===== config.mk =====
export PLATFORM = sky130hd
export DESIGN_NAME = rkf_kernel
export DESIGN_NICKNAME = d
export VERILOG_FILES = /design/src/design/assert_macros.svh /design/src/design/rkf_pkg.sv /design/src/design/rkf_kernel.sv
export SDC_FILE = /design/constraint.sdc
export NUM_CORES = 1
export LEC_CHECK = 0
export BUFFER_PORTS_ARGS = -buffer_cell sky130_fd_sc_hd__buf_2
export CAP_MARGIN = 20
export CORE_MARGIN = 10
export CORE_UTILIZATION = 25
export DETAILED_ROUTE_END_ITERATION = 8
export MAX_ROUTING_LAYER = met4
export PLACE_DENSITY = 0.51
export SETUP_SLACK_MARGIN = 0.3
export SLEW_MARGIN = 30
export SYNTH_ARGS = -nofsm -noshare
export SYNTH_HDL_FRONTEND = slang
export SYNTH_SLANG_ARGS = --single-unit

===== constraint.sdc =====
create_clock -name vclk -period 20
set_input_delay 2 -clock vclk [all_inputs]
set_output_delay 2 -clock vclk [all_outputs]
set_load 0.02 [all_outputs]

===== src/design/assert_macros.svh =====
// Assertion macros shared by the 3x3 raster filter RTL.
// Compiled out when SYNTH is defined; no other dependencies.
`ifndef ASSERT_MACROS_SVH
`define ASSERT_MACROS_SVH
`ifndef SYNTH
`define RKF_ASSERT(label, clk, rst_n, prop) \
  label: assert property (@(posedge clk) disable iff (!rst_n) prop) \
    else $error("rkf assertion failed");
`define RKF_ASSERT_NEVER(label, clk, rst_n, cond) \
  label: assert property (@(posedge clk) disable iff (!rst_n) !(cond)) \
    else $error("rkf forbidden condition seen");
`else
`define RKF_ASSERT(label, clk, rst_n, prop)
`define RKF_ASSERT_NEVER(label, clk, rst_n, cond)
`endif
`endif


===== src/design/rkf_pkg.sv =====
// Shared types and constants of the 3x3 raster kernel filter.
// No dependencies; used by rkf_kernel and raster_3x3_kernel_filter.
`timescale 1ns / 1ps
package rkf_pkg;

  localparam int PIX_W          = 8;
  localparam int CFG_DATA_W     = 11;
  localparam int CFG_INDEX_W    = 2;
  localparam int MODE_W         = 2;
  localparam int MAX_WIDTH_DEF  = 1024;
  localparam int MAX_HEIGHT_DEF = 1024;
  localparam int DIM_RST        = 1024;

  localparam logic [CFG_INDEX_W-1:0] CFG_FILTER_MODE  = 2'd0;
  localparam logic [CFG_INDEX_W-1:0] CFG_IMAGE_WIDTH  = 2'd1;
  localparam logic [CFG_INDEX_W-1:0] CFG_IMAGE_HEIGHT = 2'd2;

  localparam logic [MODE_W-1:0] MODE_AVERAGE   = 2'd0;
  localparam logic [MODE_W-1:0] MODE_SHARPEN   = 2'd1;
  localparam logic [MODE_W-1:0] MODE_LAPLACIAN = 2'd2;

  // sum of nine pixels fits 12 bits; signed kernels fit 13 bits
  localparam int SUM_W = 12;
  localparam int ACC_W = 13;

  // floor(s / 9) == (s * 3641) >> 15 for every s up to 9 * 255
  localparam logic [SUM_W-1:0] DIV9_MUL   = 12'd3641;
  localparam int               DIV9_SHIFT = 15;

  localparam logic signed [ACC_W-1:0] SHARP_CENTER = 13'sd9;
  localparam logic signed [ACC_W-1:0] SHARP_UR     = 13'sd3;
  localparam logic signed [ACC_W-1:0] LAP_CENTER   = 13'sd4;

  typedef logic [PIX_W-1:0] pix_t;

  typedef struct packed {
    pix_t pixel;
    logic drain;
  } in_req_t;

  typedef struct packed {
    pix_t filtered_pixel;
    logic frame_last;
  } out_req_t;

  // [row][col], row 0 is the row above, col 0 the left column
  typedef logic [2:0][2:0][PIX_W-1:0] win_t;

  typedef struct packed {
    logic top;
    logic bottom;
    logic left;
    logic right;
  } border_t;

  typedef struct packed {
    pix_t upper;
    pix_t lower;
  } line_pair_t;

endpackage


===== src/design/rkf_kernel.sv =====
// 3x3 stencil arithmetic: border masking, kernel select, divide by 9, clamp.
// Depends on rkf_pkg.
`timescale 1ns / 1ps
module rkf_kernel (
  input  rkf_pkg::win_t                win,
  input  rkf_pkg::border_t             border,
  input  logic [rkf_pkg::MODE_W-1:0]   mode,
  output rkf_pkg::pix_t                result
);

  localparam int SW = rkf_pkg::SUM_W;
  localparam int AW = rkf_pkg::ACC_W;
  localparam int PW = rkf_pkg::PIX_W;

  rkf_pkg::win_t            tap;
  logic [2:0]               row_kill;
  logic [2:0]               col_kill;
  logic [SW-1:0]            sum;
  logic [2*SW-1:0]          prod;
  rkf_pkg::pix_t            avg;
  logic signed [AW-1:0]     cc, uu, dd, ll, rr;
  logic signed [AW-1:0]     acc;
  rkf_pkg::pix_t            clamped;

  always_comb begin
    row_kill = {border.bottom, 1'b0, border.top};
    col_kill = {border.right, 1'b0, border.left};
    for (int i = 0; i < 3; i++) begin
      for (int j = 0; j < 3; j++) begin
        tap[i][j] = (row_kill[i] || col_kill[j]) ? '0 : win[i][j];
      end
    end
  end

  always_comb begin
    sum = '0;
    for (int i = 0; i < 3; i++) begin
      for (int j = 0; j < 3; j++) begin
        sum = sum + SW'(tap[i][j]);
      end
    end
    prod = (2*SW)'(sum) * (2*SW)'(rkf_pkg::DIV9_MUL);
    avg  = prod[rkf_pkg::DIV9_SHIFT +: PW];
  end

  assign cc = $signed({{(AW-PW){1'b0}}, tap[1][1]});
  assign uu = $signed({{(AW-PW){1'b0}}, tap[0][1]});
  assign dd = $signed({{(AW-PW){1'b0}}, tap[2][1]});
  assign ll = $signed({{(AW-PW){1'b0}}, tap[1][0]});
  assign rr = $signed({{(AW-PW){1'b0}}, tap[1][2]});

  always_comb begin
    unique case (mode)
      rkf_pkg::MODE_SHARPEN: begin
        acc = rkf_pkg::SHARP_CENTER * cc - rkf_pkg::SHARP_UR * uu
              - rkf_pkg::SHARP_UR * rr - ll - dd;
      end
      rkf_pkg::MODE_LAPLACIAN: begin
        acc = rkf_pkg::LAP_CENTER * cc - uu - dd - ll - rr;
      end
      default: begin
        acc = '0;
      end
    endcase
  end

  always_comb begin
    if (acc[AW-1]) begin
      clamped = '0;
    end else if (|acc[AW-2:PW]) begin
      clamped = '1;
    end else begin
      clamped = acc[PW-1:0];
    end
  end

  assign result = (mode == rkf_pkg::MODE_SHARPEN || mode == rkf_pkg::MODE_LAPLACIAN)
                  ? clamped : avg;

endmodule

# --- Word level (Yosys, flattened, before mapping) ---
# Cells that the tools add are included.
classes:
  addsub: 16
  eq_ne: 2
  muxes: 12
  multipliers: 4
  reduce_logical: 6
op_table:
  columns: ["cell", "n"]
  rows:
  - ["$mux 8", 11]
  - ["$add 12x8->12", 4]
  - ["$sub 13x9->13", 3]
  - ["$pmux 13 s2", 1]
  - ["$mul 12x12->23 const B", 1]
  - ["$mul 2x8->10 const A", 2]
  - ["$sub 12x10->13", 1]
  - ["$sub 12x9->13", 1]
  - ["$sub 13x11->13", 1]
  - ["$add 11x8->12", 1]
  - ["$mul 4x8->12 const A", 1]
  - ["$sub 11x9->12", 1]
  - ["$add 10x8->11", 1]
  - ["$sub 10x8->11", 1]
  - ["$add 9x8->10", 1]
  - ["$add 8x8->9", 1]
  - ["$logic_or 1x1->1", 5]
  - ["$reduce_or 4->1", 1]
  - ["$eq 2x1->1 const B", 1]
  - ["$eq 2x2->1 const B", 1]
totals:
  out_inout_bits: 8
  wordCells: 40
  register_bits: 0
  input_bits: 78

# --- Logic depth before layout (Yosys ltp) ---
# Gate-level depths: netlist (run 1).
logic_depth:
  depth_word: 12
  mapped_depth: 37
  ltp_nobuf: 36

# --- Worst setup path before layout (run 1) ---
# OpenSTA, ideal clock, no wires.
synth_path:
  path_kind: "in2out"
  start: "in border[1] in the netlist's numbering"
  end: "out result[5]"
  t_required_ns: 18.000
  cell_stages: 35
  t_arrival_ns: 10.447
  path_buffers: 1
  path_slack_ns: 7.553
  path_cell_list: "clkbuf_1 -> nor2_1 -> nand2_1 -> fa_1 -> inv_1 -> fa_1 -> fa_1 -> inv_1 -> fa_1 -> inv_1 -> fa_1 -> a21oi_1 -> nor2_1 -> nor2_1 -> o21bai_1 -> a21oi_1 -> xnor2_1 -> xor2_1 -> ha_1 -> ha_1 -> inv_1 -> fa_1 -> inv_1 -> fa_1 -> inv_1 -> fa_1 -> inv_1 -> ha_1 -> and4_1 -> o2111ai_1 -> o2111a_1 -> o31ai_1 -> xor2_1 -> a21oi_1 -> a31oi_1"
synth_between:
  elab_chain_cells: 12
  elab_cells_between_ends: 23
  cone_classes: "add/sub: 12; mul: 1; mux: 7; reduce/logical: 3"
synth_rtl:
  columns: ["element", "line", "text"]
  rows:
  - ["from (decl)", "rkf_kernel.sv:6", "input rkf_pkg::border_t border,"]
  - ["$logic_or 1x1->1", "rkf_kernel.sv:30", "tap[i][j] = (row_kill[i] || col_kill[j]) ? '0 : win[i][j];"]
  - ["$mux 8", "rkf_kernel.sv:30", null]
  - ["$add 8x8->9", "rkf_kernel.sv:39", "sum = sum + SW'(tap[i][j]);"]
  - ["$add 9x8->10", "rkf_kernel.sv:39", null]
  - ["$add 10x8->11", "rkf_kernel.sv:39", null]
  - ["$add 11x8->12", "rkf_kernel.sv:39", null]
  - ["$add 12x8->12 (4 in a row)", "rkf_kernel.sv:39", null]
  - ["$mul 12x12->23", "rkf_kernel.sv:42", "prod = (2*SW)'(sum) * (2*SW)'(rkf_pkg::DIV9_MUL);"]
  - ["$mux 8 *", "rkf_kernel.sv:78", "? clamped : avg;"]
  - ["to (decl)", "rkf_kernel.sv:8", "output rkf_pkg::pix_t result"]
# Every way passes the cells marked *; elsewhere a longest branch is shown, timed or not.

# --- Final worst setup path (run 1) ---
layout_path:
  start: "in border[1] in the netlist's numbering"
  end: "out result[7]"
# The elaborated chain is that of the path after synthesis.

==> results of run 1 <==
[cell type report]
cell class	instances	area, sq um
fillers	3091	20510
diodes	4	10.01
repair buffers	86	430.4
inverters	227	852.1
well taps	384	480.5
multi-input cells	586	6339
[metal layers]
layer | GRT usage [%] | part of all wire (%)
met1 | 14.59 | 44
met2 | 21.75 | 50
met3 | 1.007 | 4.1
met4 | 2.259 | 2.0
met5 | - | 0
[through the flow]
| stage | hold slack, ps | cell area [sq um] |
|---|---|---|
| 6_report | 4763 | 8112 |
| 5_1_grt | 4864 | 8112 |
| 4_1_cts | 4795 | 8102 |
| 3_5_place_dp | 4788 | 8102 |
| 3_3_place_gp | 4787 | 8102 |
| 2_1_floorplan | 4447 | 7217 |
[critical path, delay by kind of cell]
kind,cells,cell delay (ps)
AOI/OAI and AO/OA,9,1690
buffers and inverters,7,620
and+or+nand+nor,5,1090
adders and majority gates,12,5150
xor gates and xnor gates,3,640
[how the worst max path moves through the flow]
stage                           end  slack [ps]       from  cells after the start
after global routing      result[7]        6000  border[1]                     37
after global placement    result[7]        6820  border[1]                     36
after CTS                 result[7]        6700  border[1]                     36
after detailed placement  result[7]        6730  border[1]                     36
final                     result[7]        6810  border[1]                     36
after floorplan           result[5]        7550  border[1]                     35
[logic make-up after synthesis]
logic type,synth area share (%)
adder cells (fa/ha/maj),58.95
buffers and inverters,12.17
AO/OA/AOI/OAI,11.70
XOR/XNOR,5.704
multiplexers,0.5548
AND/OR/NAND/NOR,10.92
[cells in the final DEF (no fill, tap or decap), types with 3 or more instances in the layout]
| cell type | count |
|---|---|
| a31oi_1 | 4 |
| a21oi_2 | 3 |
| ha_1 | 140 |
| o21ai_1 | 9 |
| nor3_1 | 5 |
| or3_1 | 4 |
| xor2_1 | 19 |
| nand3b_1 | 3 |
| a21o_1 | 15 |
| buf_2 | 86 |
| o21a_1 | 5 |
| diode_2 | 4 |
| and2_1 | 21 |
| nor2_1 | 29 |
| mux2i_1 | 4 |
| xnor2_1 | 28 |
| inv_1 | 226 |
| a22oi_1 | 3 |
| a21oi_1 | 34 |
| o2111ai_1 | 3 |
| o21bai_1 | 9 |
| fa_1 | 125 |
| o21ai_0 | 9 |
| nor2b_1 | 13 |
| a211o_1 | 6 |
| nand2_1 | 30 |
| nand2b_1 | 32 |
==> impl_metrics.yaml, run 1 <==
outcome:
  outcome: "finished, final reports clean"
global_routing:
  track_usage_pct: 12.13
  grt_pass1_wl_um: 33790
  grt_pass1_vias: 6232
  grt_overflow_total: 0
  antenna_found_initial: 4
  grt_max_degree: 13
floorplanning:
  initial_core_util_pct: 25.21
  core_area_sq_mm: 0.02863
  fp-row-count: 62
  ios: 86
  die_h_um: 189.9
  fp.dieArea_sq_mm: 0.03606
  die_width_um: 189.9
synth:
  synth-seq-area-share_pct: 0
  syn_area_per_cell_sq_um: 8.801
  synthCells: 820
  synth_area_leaders: "fa_1 (35%), ha_1 (24%), inv_1 (12%)"
  syn_nets: 1163
  syn_area_sq_mm: 0.007217
  ys_types: 54
  synth_top_cell_by_area: "fa_1"
  synth.top_cell.area_share_pct: 34.67
  synth_commonest_cells: "inv_1 (226), ha_1 (140), fa_1 (125), a21oi_1 (34), nand2b_1 (32)"
  yosysWarnings: 0
  synth_most_common_cell: "inv_1"
placement:
  dpl.hpwl_um: 19000
  portBuffers: 86
  gp_congestion: 0.9390
  dp_worst_setup_slack_ps: 6732
  dp_cells: 1283
layout:
  finalNonFillerCells: 1287
  final_util_pct: 28.34
  drive_gt1_share_pct: 11.01
  nClkBuffers: 0
  seq_cells: 0
  regArea_sq_um: 0
  final_nets: 1244
  flow.area_growth_from_synthesis_pct: 12.40
critical_path:
  crit_arrival_ps: 11190
  critPathMaxFanout: 10
  cp_slowest_stage_delay_ps: 530
  worstPathRequired_ps: 18000
  critPathKind: "in2out"
  crit_slowest_cell: "fa_1"
  worstSetupStartpointType: "primary input"
  cp-end-kind: "output port"
  cp_common_cell: "fa_1"
sta:
  slew_headroom_pct: 53.20
  fin_tns_setup_ps: 0
  layout_worst_path_cycle_share_pct: 65.97
  hold_violations: 0
  fin_crit_ps: 13190
  slew_viol_final: 0
  max_freq_mhz: 75.80
  setup_slack_ps: 6807
  worst_pin_slew_ps: 696.9
  finalSetupViolCount: 0
  rsz0062_at_grt: "no"
routing:
  num_vias: 5526
  postRouteAntennaNets: 0
  drc_errors: 0
  drt_iter0_drc: 156
  wl_um: 20310
  drt-pass1-iter-count: 4
  wl_per_cell_um: 15.78
  avgViaCountPerCell: 4.294
clock_network:
  cts_hold_buf: 0
  post_cts_resized: 0
  cts_setup_buffers: 0
hold_path:
  min_from: "mode[1]"
  whs_path_depth: 4
  hold_end: "result[7]"
  hold_path_class: "in2out"
run:
  maxCapViolations: 0
Power of run 1 is left out: the tool's default activity adds up to more than one toggle a clock period on the data nets, which glitch-free logic cannot reach.
==> inputs of run 2 (changes only) <==
--- a/config.mk
+++ b/config.mk
@@ -5,6 +5,7 @@
 export SDC_FILE = /design/constraint.sdc
 export NUM_CORES = 1
 export LEC_CHECK = 0
+export ABC_AREA = 1
 export BUFFER_PORTS_ARGS = -buffer_cell sky130_fd_sc_hd__buf_2
 export CAP_MARGIN = 20
 export CORE_MARGIN = 10
==> constraint.sdc (replaced) <==
create_clock -name vclk -period 12.5
set_input_delay 1.25 -clock vclk [all_inputs]
set_output_delay 1.25 -clock vclk [all_outputs]
set_load 0.02 [all_outputs]
==> run 2 against run 1 <==
Net effect: worst hold slack got worse by 1600 ps; sequential cell count did not move; global-route usage rose by 0.18 points; cell count rose by 20%; critical endpoint is now result[5]; highest routed layer unchanged; largest cell class unchanged; first-iteration DRC count rose by 65%; non-clock buffer count did not move; critical path type unchanged; core utilization rose by 0.23 points; wire length rose by 11%; area after synthesis rose by 9.3%; sequential share of layout area did not move; synthesized cell count rose by 29%; final area rose by 8.6%.
==> impl_metrics.yaml, run 2 <==
outcome:
  outcome: "finished, final reports clean"
synth:
  synth_top_cell_by_area: "fa_1"
  synth_area_leaders: "fa_1 (32%), ha_1 (22%), inv_1 (15%)"
  syn_nets: 1400
  synth-seq-area-share_pct: 0
  yosysWarnings: 0
  syn_area_sq_mm: 0.007885
  synthCells: 1057
  synth.top_cell.area_share_pct: 31.74
  syn_area_per_cell_sq_um: 7.460
  synth_commonest_cells: "inv_1 (320), nand2_1 (184), ha_1 (140), fa_1 (125), nor2_1 (63)"
  ys_types: 43
  synth_most_common_cell: "inv_1"
hold_path:
  hold_path_class: "in2out"
sta:
  rsz0062_at_grt: "no"
  fin_crit_ps: 11040
  slew_headroom_pct: 59.63
  setup_slack_ps: 1461
  hold_violations: 0
  layout_worst_path_cycle_share_pct: 88.31
  finalSetupViolCount: 0
  fin_tns_setup_ps: 0
  max_freq_mhz: 90.59
  worst_pin_slew_ps: 601.0
  slew_viol_final: 0
global_routing:
  grt_pass1_wl_um: 37740
  grt_pass1_vias: 7440
  antenna_found_initial: 0
  grt_overflow_total: 0
  track_usage_pct: 12.31
  grt_max_degree: 10
critical_path:
  crit_cells: 38
  cp_common_cell: "fa_1"
  cp_slowest_stage_delay_ps: 540
  critPathKind: "in2out"
  critPathCapture: "result[5]"
  worstPathRequired_ps: 11250
  path_buf_inv: 8
  cp-end-kind: "output port"
  critPathMaxFanout: 7
  worstSetupStartpointType: "primary input"
  crit_family: "adder cells"
  crit_arrival_ps: 9790
  crit_slowest_cell: "fa_1"
  critPathLaunch: "border[1]"
floorplanning:
  initial_core_util_pct: 25.58
  fp-row-count: 64
  fp.dieArea_sq_mm: 0.03904
  ios: 86
  die_h_um: 197.6
  die_width_um: 197.6
  core_area_sq_mm: 0.03083
placement:
  dp_worst_setup_slack_ps: 1479
  dpl.hpwl_um: 21030
  gp_congestion: 0.8835
  portBuffers: 86
layout:
  nClkBuffers: 0
  antenna-diode-count: 0
  final_common_cell: "inv_1"
  flow.area_growth_from_synthesis_pct: 11.69
  nFillCells: 3393
  final_nets: 1487
  regArea_sq_um: 0
  seq_cells: 0
  final_cell_mix: "inv_1 (320), nand2_1 (184), ha_1 (140)"
  drive_gt1_share_pct: 10.07
routing:
  wl_met2_um: 12530
  top_layer: "met4"
  postRouteAntennaNets: 0
  wl_um: 22590
  avgViaCountPerCell: 4.318
  drt-pass1-iter-count: 5
  drt_iter0_drc: 257
  met1Wirelength_um: 9309
  wl_per_cell_um: 14.69
  num_vias: 6641
  drc_errors: 0
  wl_met3_um: 463
clock_network:
  post_cts_resized: 0
  cts_hold_buf: 0
  cts_setup_buffers: 0
run:
  maxCapViolations: 0
-- run 2: changes by cell type in the layout (fill, tap and decap cells not counted), sizes merged, moves of 21 or more --
cell / previous run / this run
nand2: 30 / 190
nor2: 29 / 64
nand2b: 32 / 0
nand3: 2 / 40
inv: 227 / 325
and2: 21 / 0
-- run 2: cell families (layout without fill, tap and decap cells) --
family	Yosys count	in the layout	share of synthesized area (%)
compound gates	113	113	8.712
simple gates	313	313	16.73
buf+inv	328	413	15.82
fa+ha+maj	265	265	53.95
xor+xnor	38	38	4.792
-- run 2: worst min path at each step --
stage | start | endpoint | depth (start not counted)
floorplan | mode[1] | result[1] | 3
global placement | mode[1] | result[1] | 5
detailed placement | mode[1] | result[1] | 5
CTS | mode[1] | result[1] | 5
global route | mode[1] | result[1] | 5
finish | mode[1] | result[1] | 5
-- run 2: cell type report --
type,instances,area (sq um),share of cell area (%)
Multi-Input combinational cell,729,6638,75.37
Inverter,327,1244,14.12
Tap cell,396,495.5,5.626
Timing Repair Buffer,86,430.4,4.887
-- run 2: worst min-delay path, stage by stage --
cell and delay [ps]:
buf_2 90, ha_1 260, nand2_1 90, nand2_1 60, buf_2 150
-- run 2: metrics by stage --
step	hold WS, ps	util, %	cell area [sq um]	std cells
after global placement	3187	28.57	8807	1538
final	3153	28.57	8807	1538
after floorplan	2926	-	7885	1057
after CTS	3183	28.57	8807	1538
after global routing	3259	28.57	8807	1538
after detailed placement	3178	28.57	8807	1538
-- run 2: layer usage --
| metal | vias to the layer above | track usage [%] |
|---|---|---|
| met3 | 16 | 0.4089 |
| met2 | 91 | 24.59 |
| met1 | 3189 | 13.54 |
| li1 | 3345 | - |
| met5 | - | - |
| met4 | 0 | 1.281 |
Power of run 2 is left out for the same reason.
==> inputs of run 3 (changes only) <==
--- a/config.mk
+++ b/config.mk
@@ -7,7 +7,8 @@
 export LEC_CHECK = 0
 export ABC_AREA = 1
 export BUFFER_PORTS_ARGS = -buffer_cell sky130_fd_sc_hd__buf_2
-export CAP_MARGIN = 20
+export CAP_MARGIN = 30
+export CORE_ASPECT_RATIO = 1.1
 export CORE_MARGIN = 10
 export CORE_UTILIZATION = 25
 export DETAILED_ROUTE_END_ITERATION = 8
==> run 3 against run 2 <==
Net effect: wire length down 0.52%; sequential cell count is the same; count of clock-buffer cells in the layout unchanged; non-clock buffer count stayed put; fmax grew 1.2%; setup slack improved by 130 ps; cell count increased by 1.6%; sequential share of layout area stayed put; worst hold slack better by 13 ps; via count down 0.41%; final area rose by 0.37%.
==> impl_metrics.yaml, run 3 (synthesis gave the netlist of run 2 again) <==
outcome:
  outcome: "finished, final reports clean"
layout:
  seq_cells: 0
  final_cell_mix: "inv_1 (320), nand2_1 (184), ha_1 (140)"
  final_nets: 1487
  drive_gt1_share_pct: 10.07
  nClkBuffers: 0
  nFillCells: 3468
  final_common_cell: "inv_1"
  multiInputGateArea_sq_mm: 0.006638
  stdcell_area_sq_mm: 0.008840
  flow.area_growth_from_synthesis_pct: 12.11
  regArea_sq_um: 0
routing:
  drc_errors: 0
  postRouteAntennaNets: 0
  wl_um: 22470
  drt-pass1-iter-count: 6
  avgViaCountPerCell: 4.232
  wl_per_cell_um: 14.37
  num_vias: 6614
  drt_iter0_drc: 222
run:
  maxCapViolations: 0
sta:
  slew_viol_final: 0
  hold_violations: 0
  max_freq_mhz: 91.68
  rsz0062_at_grt: "no"
  setup_slack_ps: 1593
  fin_tns_setup_ps: 0
  layout_worst_path_cycle_share_pct: 87.26
  slew_headroom_pct: 59.77
  finalSetupViolCount: 0
  worst_pin_slew_ps: 598.8
  fin_crit_ps: 10910
critical_path:
  critPathKind: "in2out"
  worstSetupStartpointType: "primary input"
  path_buf_inv: 8
  cp_common_cell: "fa_1"
  cp-end-kind: "output port"
  crit_family: "adder cells"
  cp_slowest_stage_delay_ps: 530
  crit_arrival_ps: 9660
  crit_slowest_cell: "fa_1"
  critPathMaxFanout: 7
  worstPathRequired_ps: 11250
global_routing:
  grt_overflow_total: 0
  grt_pass1_vias: 7603
  grt_pass1_wl_um: 37750
  antenna_found_initial: 1
  grt_max_degree: 10
  track_usage_pct: 12.25
placement:
  portBuffers: 86
  postPlaceCellArea_sq_mm: 0.008837
  dpl.hpwl_um: 21100
  dp_worst_setup_slack_ps: 1547
  gp_congestion: 0.9014
floorplanning:
  die_h_um: 206.3
  fp-row-count: 68
  core_area_sq_mm: 0.03122
  ios: 86
  initial_core_util_pct: 25.25
  fp.dieArea_sq_mm: 0.03905
  die_width_um: 189.3
clock_network:
  cts_hold_buf: 0
  cts_setup_buffers: 0
  post_cts_resized: 0
hold_path:
  hold_path_class: "in2out"
-- run 3: layout make-up --
type | count | share of cell area [%]
Multi-Input combinational cell | 729 | 75.09
Tap cell | 420 | 5.945
Antenna cell | 1 | 0.02831
Timing Repair Buffer | 86 | 4.869
Inverter | 327 | 14.07
-- run 3: through the flow --
step | utilization [%] | cells | hold slack (ps)
2_1_floorplan | - | 1057 | 2926
3_5_place_dp | 28.30 | 1562 | 3175
4_1_cts | 28.30 | 1562 | 3185
3_3_place_gp | 28.30 | 1562 | 3187
5_1_grt | 28.31 | 1563 | 3225
6_report | 28.31 | 1563 | 3165
-- run 3: routing by layer --
metal	GRT usage, %	wire length [um]
met5	-	0
met4	1.418	282
met3	0.5569	480
met2	25.26	12660
met1	12.78	9043
-- run 3: worst paths after layout --
path / cells past startpoint / start / slack, ps / end
worst min-delay path: 5 / mode[1] / 3170 / result[1]
worst max-delay path: 38 / border[1] / 1590 / result[5]
-- run 3: worst min-delay path, delay by kind of cell --
kind | cells | cell delay [ps]
buffers and inverters | 2 | 240
adders and majority gates | 1 | 280
and+or+nand+nor | 2 | 140
Power of run 3 is left out for the same reason.
